## config.mk

```make
export PLATFORM = sky130hd
export DESIGN_NAME = half_open_range_tracker
export DESIGN_NICKNAME = d
export VERILOG_FILES = /design/src/design/hort_pkg.sv /design/src/design/hort_span_ram.sv /design/src/design/hort_span_cmp.sv /design/src/design/half_open_range_tracker.sv
export VERILOG_INCLUDE_DIRS = /design/src /design/src/design
export SDC_FILE = /design/constraint.sdc
export NUM_CORES = 2
export LEC_CHECK = 0
export BUFFER_PORTS_ARGS = -buffer_cell sky130_fd_sc_hd__buf_2
export CORE_MARGIN = 2
export CORE_UTILIZATION = 31
export DETAILED_ROUTE_END_ITERATION = 16
export GPL_ROUTABILITY_DRIVEN = 0
export SLEW_MARGIN = 40
export SYNTH_ARGS = -nofsm -noshare
export SYNTH_HDL_FRONTEND = slang
export SYNTH_HIERARCHICAL = 1
export SYNTH_SLANG_ARGS = --single-unit
```

## constraint.sdc

```tcl
create_clock -name aclk -period 11.27 [get_ports aclk]
set_input_delay 0.5635 -clock aclk [delete_from_list [all_inputs] [get_ports aclk]]
set_output_delay 0.5635 -clock aclk [all_outputs]
set_load 0.1 [all_outputs]
```

## src/design/half_open_range_tracker_defines.svh

```systemverilog
// Assertion macros for the half-open range tracker.
// Used by half_open_range_tracker.sv; relies on aclk and aresetn in scope.
`ifndef HALF_OPEN_RANGE_TRACKER_DEFINES_SVH
`define HALF_OPEN_RANGE_TRACKER_DEFINES_SVH

// Plain invariant, checked at every edge out of reset.
`define HORT_ASSERT(label, prop, msg) \
    label: assert property (@(posedge aclk) disable iff (!aresetn) (prop)) else $error(msg);

// Same-cycle implication.
`define HORT_ASSERT_IMPL(label, ante, cons, msg) \
    label: assert property (@(posedge aclk) disable iff (!aresetn) \
        (ante) |-> (cons)) else $error(msg);

// Next-cycle implication.
`define HORT_ASSERT_NEXT(label, ante, cons, msg) \
    label: assert property (@(posedge aclk) disable iff (!aresetn) \
        (ante) |=> (cons)) else $error(msg);

`endif

```

## src/design/hort_pkg.sv

```systemverilog
// Shared types and constants for the half-open range tracker.
// No dependencies; imported by hort_span_cmp and half_open_range_tracker.
`default_nettype none

package hort_pkg;

    localparam int MAX_SPANS_DEF  = 16;
    localparam int VALUE_BITS_DEF = 32;

    // Stream field layout, lowest bit first
    localparam int CMD_W      = 2;
    localparam int FIELD_W    = 32;
    localparam int STATUS_W   = 2;
    localparam int SPANS_W    = 5;
    localparam int CMD_LSB    = 0;
    localparam int START_LSB  = CMD_LSB + CMD_W;
    localparam int END_LSB    = START_LSB + FIELD_W;
    localparam int S_FIELDS_W = END_LSB + FIELD_W;
    localparam int S_TDATA_W  = ((S_FIELDS_W + 7) / 8) * 8;
    localparam int COV_LSB    = 0;
    localparam int STATUS_LSB = COV_LSB + 1;
    localparam int SPANS_LSB  = STATUS_LSB + STATUS_W;
    localparam int M_FIELDS_W = SPANS_LSB + SPANS_W;
    localparam int M_TDATA_W  = ((M_FIELDS_W + 7) / 8) * 8;

    typedef enum logic [CMD_W-1:0] {
        CMD_ADD    = 2'd0,
        CMD_REMOVE = 2'd1,
        CMD_QUERY  = 2'd2,
        CMD_NOP    = 2'd3
    } cmd_t;

    typedef enum logic [STATUS_W-1:0] {
        ST_OK      = 2'd0,
        ST_FULL    = 2'd1,
        ST_INVALID = 2'd2
    } status_t;

    // Flags from the shared compare unit; operand [lo, hi) is one stored span while sweeping
    typedef struct packed {
        logic lo_le_e;
        logic s_le_hi;
        logic lo_lt_mlo;
        logic hi_gt_mhi;
        logic lo_le_s;
        logic lo_lt_s;
        logic hi_ge_e;
        logic hi_gt_e;
    } cmp_flags_t;

endpackage

`default_nettype wire

```

## src/design/hort_span_ram.sv

```systemverilog
// Span table storage: one write port, one read port, registered read data.
// No package dependencies.
`default_nettype none

module hort_span_ram #(
    parameter int WIDTH  = 64,
    parameter int DEPTH  = 16,
    parameter int ADDR_W = $clog2(DEPTH)
) (
    input  wire logic              aclk,
    input  wire logic              we,
    input  wire logic [ADDR_W-1:0] waddr,
    input  wire logic [WIDTH-1:0]  wdata,
    input  wire logic [ADDR_W-1:0] raddr,
    output logic      [WIDTH-1:0]  rdata
);

    logic [WIDTH-1:0] mem [DEPTH];

    always_ff @(posedge aclk) begin
        if (we) begin
            mem[waddr] <= wdata;
        end
        rdata <= mem[raddr];
    end

endmodule

`default_nettype wire

```

## src/design/hort_span_cmp.sv

```systemverilog
// Shared compare unit: tests one span against the request and the merge bounds.
// Depends on hort_pkg for the flag struct.
`default_nettype none

module hort_span_cmp #(
    parameter int VALUE_BITS = hort_pkg::VALUE_BITS_DEF
) (
    input  wire logic [VALUE_BITS-1:0] op_lo,
    input  wire logic [VALUE_BITS-1:0] op_hi,
    input  wire logic [VALUE_BITS-1:0] req_start,
    input  wire logic [VALUE_BITS-1:0] req_end,
    input  wire logic [VALUE_BITS-1:0] merge_lo,
    input  wire logic [VALUE_BITS-1:0] merge_hi,
    output hort_pkg::cmp_flags_t       flags
);

    import hort_pkg::*;

    always_comb begin
        flags.lo_le_e   = (op_lo <= req_end);
        flags.s_le_hi   = (req_start <= op_hi);
        flags.lo_lt_mlo = (op_lo < merge_lo);
        flags.hi_gt_mhi = (op_hi > merge_hi);
        flags.lo_le_s   = (op_lo <= req_start);
        flags.lo_lt_s   = (op_lo < req_start);
        flags.hi_ge_e   = (op_hi >= req_end);
        flags.hi_gt_e   = (op_hi > req_end);
    end

endmodule

`default_nettype wire

```

## src/design/half_open_range_tracker.sv

```systemverilog
// m_tvalid rises once a transaction has passed CHECK, SCAN (N spans stored, one table
// read per cycle), PUT_A and PUT_B where needed, and DONE; an invalid range or unused cmd
// goes from CHECK straight to DONE. One transaction at a time; s_tready returns the cycle
// after the result is loaded. A result still waiting in the output register holds the
// sequencer until it is taken. Reset (aresetn low, synchronous) empties the table; span
// contents are left as is.
`default_nettype none
`include "half_open_range_tracker_defines.svh"

module half_open_range_tracker #(
    parameter int MAX_SPANS  = hort_pkg::MAX_SPANS_DEF,
    parameter int VALUE_BITS = hort_pkg::VALUE_BITS_DEF
) (
    input  wire logic                           aclk,
    input  wire logic                           aresetn,
    input  wire logic                           s_tvalid,
    output logic                                s_tready,
    // cmd[1:0], range_start[33:2], range_end[65:34], zero pad
    input  wire logic [hort_pkg::S_TDATA_W-1:0] s_tdata,
    output logic                                m_tvalid,
    input  wire logic                           m_tready,
    // fully_covered[0], status[2:1], spans_in_use[7:3]
    output logic      [hort_pkg::M_TDATA_W-1:0] m_tdata
);

    import hort_pkg::*;

    localparam int IDX_W = $clog2(MAX_SPANS);
    localparam int CNT_W = $clog2(MAX_SPANS + 1);

    typedef enum logic [2:0] {
        IDLE,
        CHECK,
        SCAN,
        PUT_A,
        PUT_B,
        DONE
    } state_t;

    state_t                state_reg, state_next;
    cmd_t                  cmd_reg, cmd_next;
    logic [VALUE_BITS-1:0] start_reg, start_next, end_reg, end_next;
    logic [VALUE_BITS-1:0] mlo_reg, mlo_next, mhi_reg, mhi_next;
    logic [VALUE_BITS-1:0] pa_lo_reg, pa_lo_next, pa_hi_reg, pa_hi_next;
    logic [CNT_W-1:0]      cnt_reg, cnt_next, sc_reg, sc_next, wr_ptr_reg, wr_ptr_next;
    logic                  rd_valid_reg, rd_valid_next, hit_reg, hit_next;
    logic                  cov_reg, cov_next, put_b_reg, put_b_next;
    status_t               status_reg, status_next;
    logic                  out_valid_reg, out_valid_next, out_cov_reg, out_cov_next;
    status_t               out_status_reg, out_status_next;
    logic [SPANS_W-1:0]    out_spans_reg, out_spans_next;

    logic [FIELD_W+VALUE_BITS-1:0] in_start_ext, in_end_ext;
    logic [CNT_W+SPANS_W-1:0]      cnt_ext;
    logic [CNT_W:0]                total;
    logic                          keep_l, keep_r, scan_end;

    logic                    ram_we;
    logic [IDX_W-1:0]        ram_waddr, ram_raddr;
    logic [2*VALUE_BITS-1:0] ram_wdata, ram_rdata;
    logic [VALUE_BITS-1:0]   op_lo, op_hi, ram_lo, ram_hi;
    cmp_flags_t              flags;

    hort_span_ram #(
        .WIDTH  (2 * VALUE_BITS),
        .DEPTH  (MAX_SPANS),
        .ADDR_W (IDX_W)
    ) u_ram (
        .aclk  (aclk),
        .we    (ram_we),
        .waddr (ram_waddr),
        .wdata (ram_wdata),
        .raddr (ram_raddr),
        .rdata (ram_rdata)
    );

    hort_span_cmp #(
        .VALUE_BITS (VALUE_BITS)
    ) u_cmp (
        .op_lo     (op_lo),
        .op_hi     (op_hi),
        .req_start (start_reg),
        .req_end   (end_reg),
        .merge_lo  (mlo_reg),
        .merge_hi  (mhi_reg),
        .flags     (flags)
    );

    assign ram_lo = ram_rdata[VALUE_BITS-1:0];
    assign ram_hi = ram_rdata[2*VALUE_BITS-1:VALUE_BITS];

    // Fields are resized to the value width (zero extend or truncate)
    assign in_start_ext = {{VALUE_BITS{1'b0}}, s_tdata[START_LSB +: FIELD_W]};
    assign in_end_ext   = {{VALUE_BITS{1'b0}}, s_tdata[END_LSB +: FIELD_W]};
    assign cnt_ext      = {{SPANS_W{1'b0}}, cnt_reg};

    // Compare unit operand: end bound for the range check, table entry while
    // sweeping, merged bounds for the final decision
    always_comb begin
        if (state_reg == CHECK) begin
            op_lo = end_reg;
            op_hi = mhi_reg;
        end else if (rd_valid_reg) begin
            op_lo = ram_lo;
            op_hi = ram_hi;
        end else begin
            op_lo = mlo_reg;
            op_hi = mhi_reg;
        end
    end

    assign scan_end = (sc_reg == cnt_reg) && !rd_valid_reg;
    assign keep_l   = hit_reg && flags.lo_lt_s;
    assign keep_r   = hit_reg && flags.hi_gt_e;
    assign total    = {1'b0, wr_ptr_reg} + (CNT_W+1)'(keep_l) + (CNT_W+1)'(keep_r);

    assign s_tready = (state_reg == IDLE);
    assign m_tvalid = out_valid_reg;

    always_comb begin
        m_tdata = '0;
        m_tdata[COV_LSB]                 = out_cov_reg;
        m_tdata[STATUS_LSB +: STATUS_W]  = out_status_reg;
        m_tdata[SPANS_LSB +: SPANS_W]    = out_spans_reg;
    end

    always_comb begin
        state_next      = state_reg;
        cmd_next        = cmd_reg;
        start_next      = start_reg;
        end_next        = end_reg;
        mlo_next        = mlo_reg;
        mhi_next        = mhi_reg;
        pa_lo_next      = pa_lo_reg;
        pa_hi_next      = pa_hi_reg;
        cnt_next        = cnt_reg;
        sc_next         = sc_reg;
        wr_ptr_next     = wr_ptr_reg;
        rd_valid_next   = 1'b0;
        hit_next        = hit_reg;
        cov_next        = cov_reg;
        put_b_next      = put_b_reg;
        status_next     = status_reg;
        out_valid_next  = out_valid_reg && !m_tready;
        out_cov_next    = out_cov_reg;
        out_status_next = out_status_reg;
        out_spans_next  = out_spans_reg;
        ram_we          = 1'b0;
        ram_waddr       = wr_ptr_reg[IDX_W-1:0];
        ram_wdata       = ram_rdata;
        ram_raddr       = sc_reg[IDX_W-1:0];

        case (state_reg)
            IDLE: begin
                if (s_tvalid) begin
                    cmd_next   = cmd_t'(s_tdata[CMD_LSB +: CMD_W]);
                    start_next = in_start_ext[VALUE_BITS-1:0];
                    end_next   = in_end_ext[VALUE_BITS-1:0];
                    state_next = CHECK;
                end
            end
            CHECK: begin
                mlo_next    = start_reg;
                mhi_next    = end_reg;
                hit_next    = 1'b0;
                cov_next    = 1'b0;
                sc_next     = '0;
                wr_ptr_next = '0;
                status_next = ST_OK;
                if (cmd_reg == CMD_NOP) begin
                    state_next = DONE;
                end else if (flags.lo_le_s) begin
                    // end <= start
                    status_next = ST_INVALID;
                    state_next  = DONE;
                end else begin
                    state_next = SCAN;
                end
            end
            SCAN: begin
                if (sc_reg < cnt_reg) begin
                    rd_valid_next = 1'b1;
                    sc_next       = sc_reg + CNT_W'(1);
                end
                if (rd_valid_reg) begin
                    if (cmd_reg == CMD_QUERY) begin
                        if (flags.lo_le_s && flags.hi_ge_e) begin
                            cov_next = 1'b1;
                        end
                    end else if (flags.lo_le_e && flags.s_le_hi) begin
                        hit_next = 1'b1;
                        if (flags.lo_lt_mlo) begin
                            mlo_next = ram_lo;
                        end
                        if (flags.hi_gt_mhi) begin
                            mhi_next = ram_hi;
                        end
                    end else begin
                        // untouched span moves down over the merged ones
                        ram_we      = 1'b1;
                        wr_ptr_next = wr_ptr_reg + CNT_W'(1);
                    end
                end
                if (scan_end) begin
                    put_b_next = 1'b0;
                    pa_lo_next = mlo_reg;
                    pa_hi_next = mhi_reg;
                    case (cmd_reg)
                        CMD_ADD: begin
                            if (!hit_reg && (cnt_reg == CNT_W'(MAX_SPANS))) begin
                                status_next = ST_FULL;
                                state_next  = DONE;
                            end else begin
                                cnt_next   = wr_ptr_reg + CNT_W'(1);
                                state_next = PUT_A;
                            end
                        end
                        CMD_REMOVE: begin
                            if (total > (CNT_W+1)'(MAX_SPANS)) begin
                                // only one span was taken out: put it back whole
                                status_next = ST_FULL;
                                state_next  = PUT_A;
                            end else begin
                                cnt_next = total[CNT_W-1:0];
                                if (keep_l) begin
                                    pa_hi_next = start_reg;
                                    put_b_next = keep_r;
                                    state_next = PUT_A;
                                end else if (keep_r) begin
                                    pa_lo_next = end_reg;
                                    state_next = PUT_A;
                                end else begin
                                    state_next = DONE;
                                end
                            end
                        end
                        default: begin
                            state_next = DONE;
                        end
                    endcase
                end
            end
            PUT_A: begin
                ram_we      = 1'b1;
                ram_wdata   = {pa_hi_reg, pa_lo_reg};
                wr_ptr_next = wr_ptr_reg + CNT_W'(1);
                state_next  = put_b_reg ? PUT_B : DONE;
            end
            PUT_B: begin
                ram_we     = 1'b1;
                ram_wdata  = {mhi_reg, end_reg};
                state_next = DONE;
            end
            DONE: begin
                if (!out_valid_reg || m_tready) begin
                    out_valid_next  = 1'b1;
                    out_cov_next    = cov_reg;
                    out_status_next = status_reg;
                    out_spans_next  = cnt_ext[SPANS_W-1:0];
                    state_next      = IDLE;
                end
            end
            default: begin
                state_next = IDLE;
            end
        endcase
    end

    always_ff @(posedge aclk) begin
        if (!aresetn) begin
            state_reg     <= IDLE;
            cnt_reg       <= '0;
            rd_valid_reg  <= 1'b0;
            out_valid_reg <= 1'b0;
        end else begin
            state_reg      <= state_next;
            cnt_reg        <= cnt_next;
            rd_valid_reg   <= rd_valid_next;
            out_valid_reg  <= out_valid_next;
            cmd_reg        <= cmd_next;
            start_reg      <= start_next;
            end_reg        <= end_next;
            mlo_reg        <= mlo_next;
            mhi_reg        <= mhi_next;
            pa_lo_reg      <= pa_lo_next;
            pa_hi_reg      <= pa_hi_next;
            sc_reg         <= sc_next;
            wr_ptr_reg     <= wr_ptr_next;
            hit_reg        <= hit_next;
            cov_reg        <= cov_next;
            put_b_reg      <= put_b_next;
            status_reg     <= status_next;
            out_cov_reg    <= out_cov_next;
            out_status_reg <= out_status_next;
            out_spans_reg  <= out_spans_next;
        end
    end

    `HORT_ASSERT(a_cnt_bound, cnt_reg <= CNT_W'(MAX_SPANS), "span count above capacity")
    `HORT_ASSERT_IMPL(a_compact_order, state_reg == SCAN, wr_ptr_reg <= sc_reg, "compaction overtook the read pointer")
    `HORT_ASSERT_IMPL(a_write_range, ram_we, wr_ptr_reg < CNT_W'(MAX_SPANS), "table write beyond capacity")
    `HORT_ASSERT_IMPL(a_read_in_scan, rd_valid_reg, state_reg == SCAN, "table read outside the sweep")
    `HORT_ASSERT_NEXT(a_result_issue, (state_reg == DONE) && (!out_valid_reg || m_tready), out_valid_reg && (state_reg == IDLE), "result not issued")

endmodule

`default_nettype wire
```

==> flow_metrics.env <==
export IMPL_grt_pass1_vias=30700
export IMPL_rr_startpoint="state_reg[0]$_SDFFE_PN0P_"
export IMPL_root_buffer="clkbuf_16"
export IMPL_end_kind="flop"
export IMPL_slew_limit_headroom=0.426
export IMPL_crit_fanout=32
export IMPL_min_period_ns=7.70
export IMPL_cts_setup_buffers=0
export IMPL_dp_cells=5682
export IMPL_p_leak_nw=22.3
export IMPL_hold_ws_ns=0.0533
export IMPL_synthesis_nets=3607
export IMPL_hp_class="primary input to flop"
export IMPL_core_rowCount=155
export IMPL_grt_setup_unrepaired="false"
export IMPL_vias=30600
export IMPL_viasPerCell=5.11
export IMPL_syn2layout_area_growth_pct=15.6
export IMPL_hpwl_um=85000
export IMPL_place_area_um2=59400
export IMPL_drv_cap=0
export IMPL_fin_crit_sh=0.683
export IMPL_cts_tree="done"
export IMPL_status="finished clean"
export IMPL_slew_violations=0
export IMPL_rrSetupSlack_ns=3.57
export IMPL_grt_pass1_wl_um=210000
export IMPL_grt_use_met2=0.254
export IMPL_grt_util_met1=0.208
export IMPL_r2r_cells=21
export IMPL_cts_sinks=1315
export IMPL_cts_max_level=4
export IMPL_final_cell_mix="1241 x edfxtp_1, 492 x nand2_1, 256 x mux4_2"
export IMPL_ys_seq_area_frac=0.694
export IMPL_wirelength_um=144000
export IMPL_peakVddDrop_uv=184
export IMPL_worstPathArrival_ns=8.21
export IMPL_cts_buffers=136
export IMPL_fmax_ghz=0.130
export IMPL_cts_buffer_depth=3
export IMPL_setup_tns_ns=0
export IMPL_start_util=0.313
export IMPL_stdcell_count=5996
export IMPL_wl_per_cell_um=24.0
export IMPL_max_flop_register="u_ram/mem"
export IMPL_finalInstanceArea_um2=64500
export IMPL_startpoint="state_reg[0]$_SDFFE_PN0P_"
export IMPL_setup_viol=0
export IMPL_avgSynthCellArea_um2=16.8
export IMPL_hold_viol_final=0
export IMPL_coreArea_um2=179000
export IMPL_route_detailed_drc=0
export IMPL_top_usage_layer="met2"
export IMPL_antenna_found_initial=2
export IMPL_largest_reg_flops=1024
export IMPL_fillCellCount=16600
export IMPL_nets=3803
export IMPL_power_density_nw_per_um2=229
export IMPL_cp_endpoint="pa_lo_reg[15]$_DFFE_PP_"
export IMPL_grt_total_usage=0.155
export IMPL_synth_cell_types=69
export IMPL_worstPathRequired_ns=11.78
export IMPL_synth_area_um2=55800
export IMPL_fin_worst_skew_ns=0.0384
export IMPL_worst_slack_ns=3.57
export IMPL_crit_type="flop to flop"
export IMPL_gr_total_overflow=0
export IMPL_io_buffers=79
export IMPL_worstMarginPinSlew_ns=0.853
export IMPL_postSynthCellCount=3331
export IMPL_die_area_um2=183000
export IMPL_diodes=0
export IMPL_pre_cts_ws_ns=3.74
export IMPL_async_reset_ff_frac=0
export IMPL_grt_max_degree=73
export IMPL_clkSlewWorstSetupHoldPaths_ns=0.07
export IMPL_synthFlopType="edfxtp_1"
export IMPL_final_layout_size_suffix_gt1_frac=0.207
export IMPL_r2r_end="pa_lo_reg[15]$_DFFE_PP_"
export IMPL_cp_start_kind="flop"
export IMPL_yosys_warnings=6
export IMPL_synth_edf_count=1241
export IMPL_antenna_left=0
export IMPL_mostFrequentLayoutCell="edfxtp_1"
export IMPL_post_cts_resize_count=0
export IMPL_die_h_um=428
export IMPL_top_regs="u_ram/mem: 1024 flops, u_ram/rdata: 64 flops"
export IMPL_drt_first_pass_iters=5
export IMPL_io_pins=86
export IMPL_die_w_um=428
export IMPL_use_met3=0.0268
export IMPL_drt_iter0_drc=2807
export IMPL_clock_latency_ns=0.78
export IMPL_ys_ff_latch=1315
-- critical path: stages, from the launching register on --
cell	delay [ns]
dfxtp_1	0.65
inv_1	0.24
or3_1	0.49
nand2_4	0.54
mux2_2	0.44
ha_1	0.33
nand4_1	0.14
nor3_2	0.34
nand3_1	0.32
a41o_1	0.38
a21boi_1	0.40
nand2_1	0.24
xnor2_1	0.18
ha_1	0.21
a31o_1	0.23
ha_1	0.31
nor2_1	0.15
o211ai_1	0.11
a22oi_2	0.31
or4b_4	0.74
buf_12	0.28
mux2_4	0.31
-- layer usage --
layer | wire [um] | part of all wire
met4 | 4010 | 0.028
met5 | 0 | 0
met3 | 9060 | 0.063
met2 | 69800 | 0.48
met1 | 61300 | 0.43
-- what timing repair did --
item,in CTS,in global routing
setup endpoints to repair,0,0
hold buffers,62,0
endpoints found under the hold margin,62,0
-- per-stage QoR --
stage,utilization,power (mW)
2_1_floorplan,-,9.13
3_3_place_gp,0.330,10.3
3_5_place_dp,0.333,10.4
4_1_cts,0.361,14.9
5_1_grt,0.361,15.5
6_report,0.361,14.8
-- area by class of cell --
type	instances	area (um^2)	share of cell area
clock buffer	187	3820	0.0592
clock inverter	65	687	0.0106
timing repair buffer	210	1830	0.0284
tap	2355	2950	0.0457
sequential	1315	38700	0.600
multi-input combinational	1695	15900	0.246
inverter	169	636	0.00985
-- worst min path at each step --
stage | from | endpoint | slack, ns | cells after the start
after floorplan | cov_reg$_DFFE_PP_ | out_cov_reg$_DFFE_PP_ | 0.40 | 0
after CTS | s_tdata[15] | start_reg[13]$_DFFE_PP_ | 0.02 | 1
final | s_tdata[15] | start_reg[13]$_DFFE_PP_ | 0.05 | 1
after global routing | s_tdata[15] | start_reg[13]$_DFFE_PP_ | 0.03 | 1
after global placement | status_reg[0]$_SDFFCE_PP1P_ | out_status_reg[0]$_DFFE_PP_ | 0.40 | 0
after detailed placement | status_reg[1]$_SDFFCE_PP0P_ | out_status_reg[1]$_DFFE_PP_ | 0.41 | 0
-- cell usage after synthesis (5+ instances only) --
cell type | count | area, um^2
buf_4 | 8 | 60.1
nand4_1 | 29 | 181
o211ai_1 | 10 | 75.1
o21ai_0 | 68 | 340
buf_1 | 22 | 82.6
edfxtp_1 | 1241 | 37300
nor2b_1 | 9 | 56.3
mux2i_1 | 38 | 380
a21oi_1 | 81 | 405
nand2b_1 | 10 | 62.6
buf_2 | 18 | 90.1
ha_1 | 200 | 2500
a21o_1 | 9 | 67.6
a22oi_1 | 193 | 1450
xnor2_1 | 5 | 43.8
o21a_1 | 5 | 37.5
nand3_1 | 31 | 155
nand2_1 | 493 | 1850
nor2_1 | 46 | 173
and4_1 | 13 | 114
mux4_2 | 256 | 5770
buf_6 | 15 | 169
dfxtp_1 | 74 | 1480
mux2_2 | 66 | 743
a221oi_1 | 12 | 105
clkbuf_1 | 86 | 323
nor3_1 | 14 | 70.1
mux2_4 | 30 | 450
inv_1 | 169 | 634
and3_1 | 7 | 43.8
-- kinds of logic after synthesis --
kind of cell    synth area share
compound gates            0.0503
xor+xnor                 0.00141
fa+ha+maj                 0.0448
buf+inv                   0.0254
flops                      0.694
mux                        0.131
simple gates              0.0523
-- power breakdown --
part / switching (mW) / internal (mW) / leakage [nW] / total (mW)
clock: 1.91 / 2.58 / 2.17 / 4.49
combinational: 2.35 / 1.10 / 8.25 / 3.44
sequential: 0.289 / 6.55 / 11.9 / 6.83
total: 4.55 / 10.2 / 22.3 / 14.8
No activity file was read; power rests on OpenSTA's default activity.
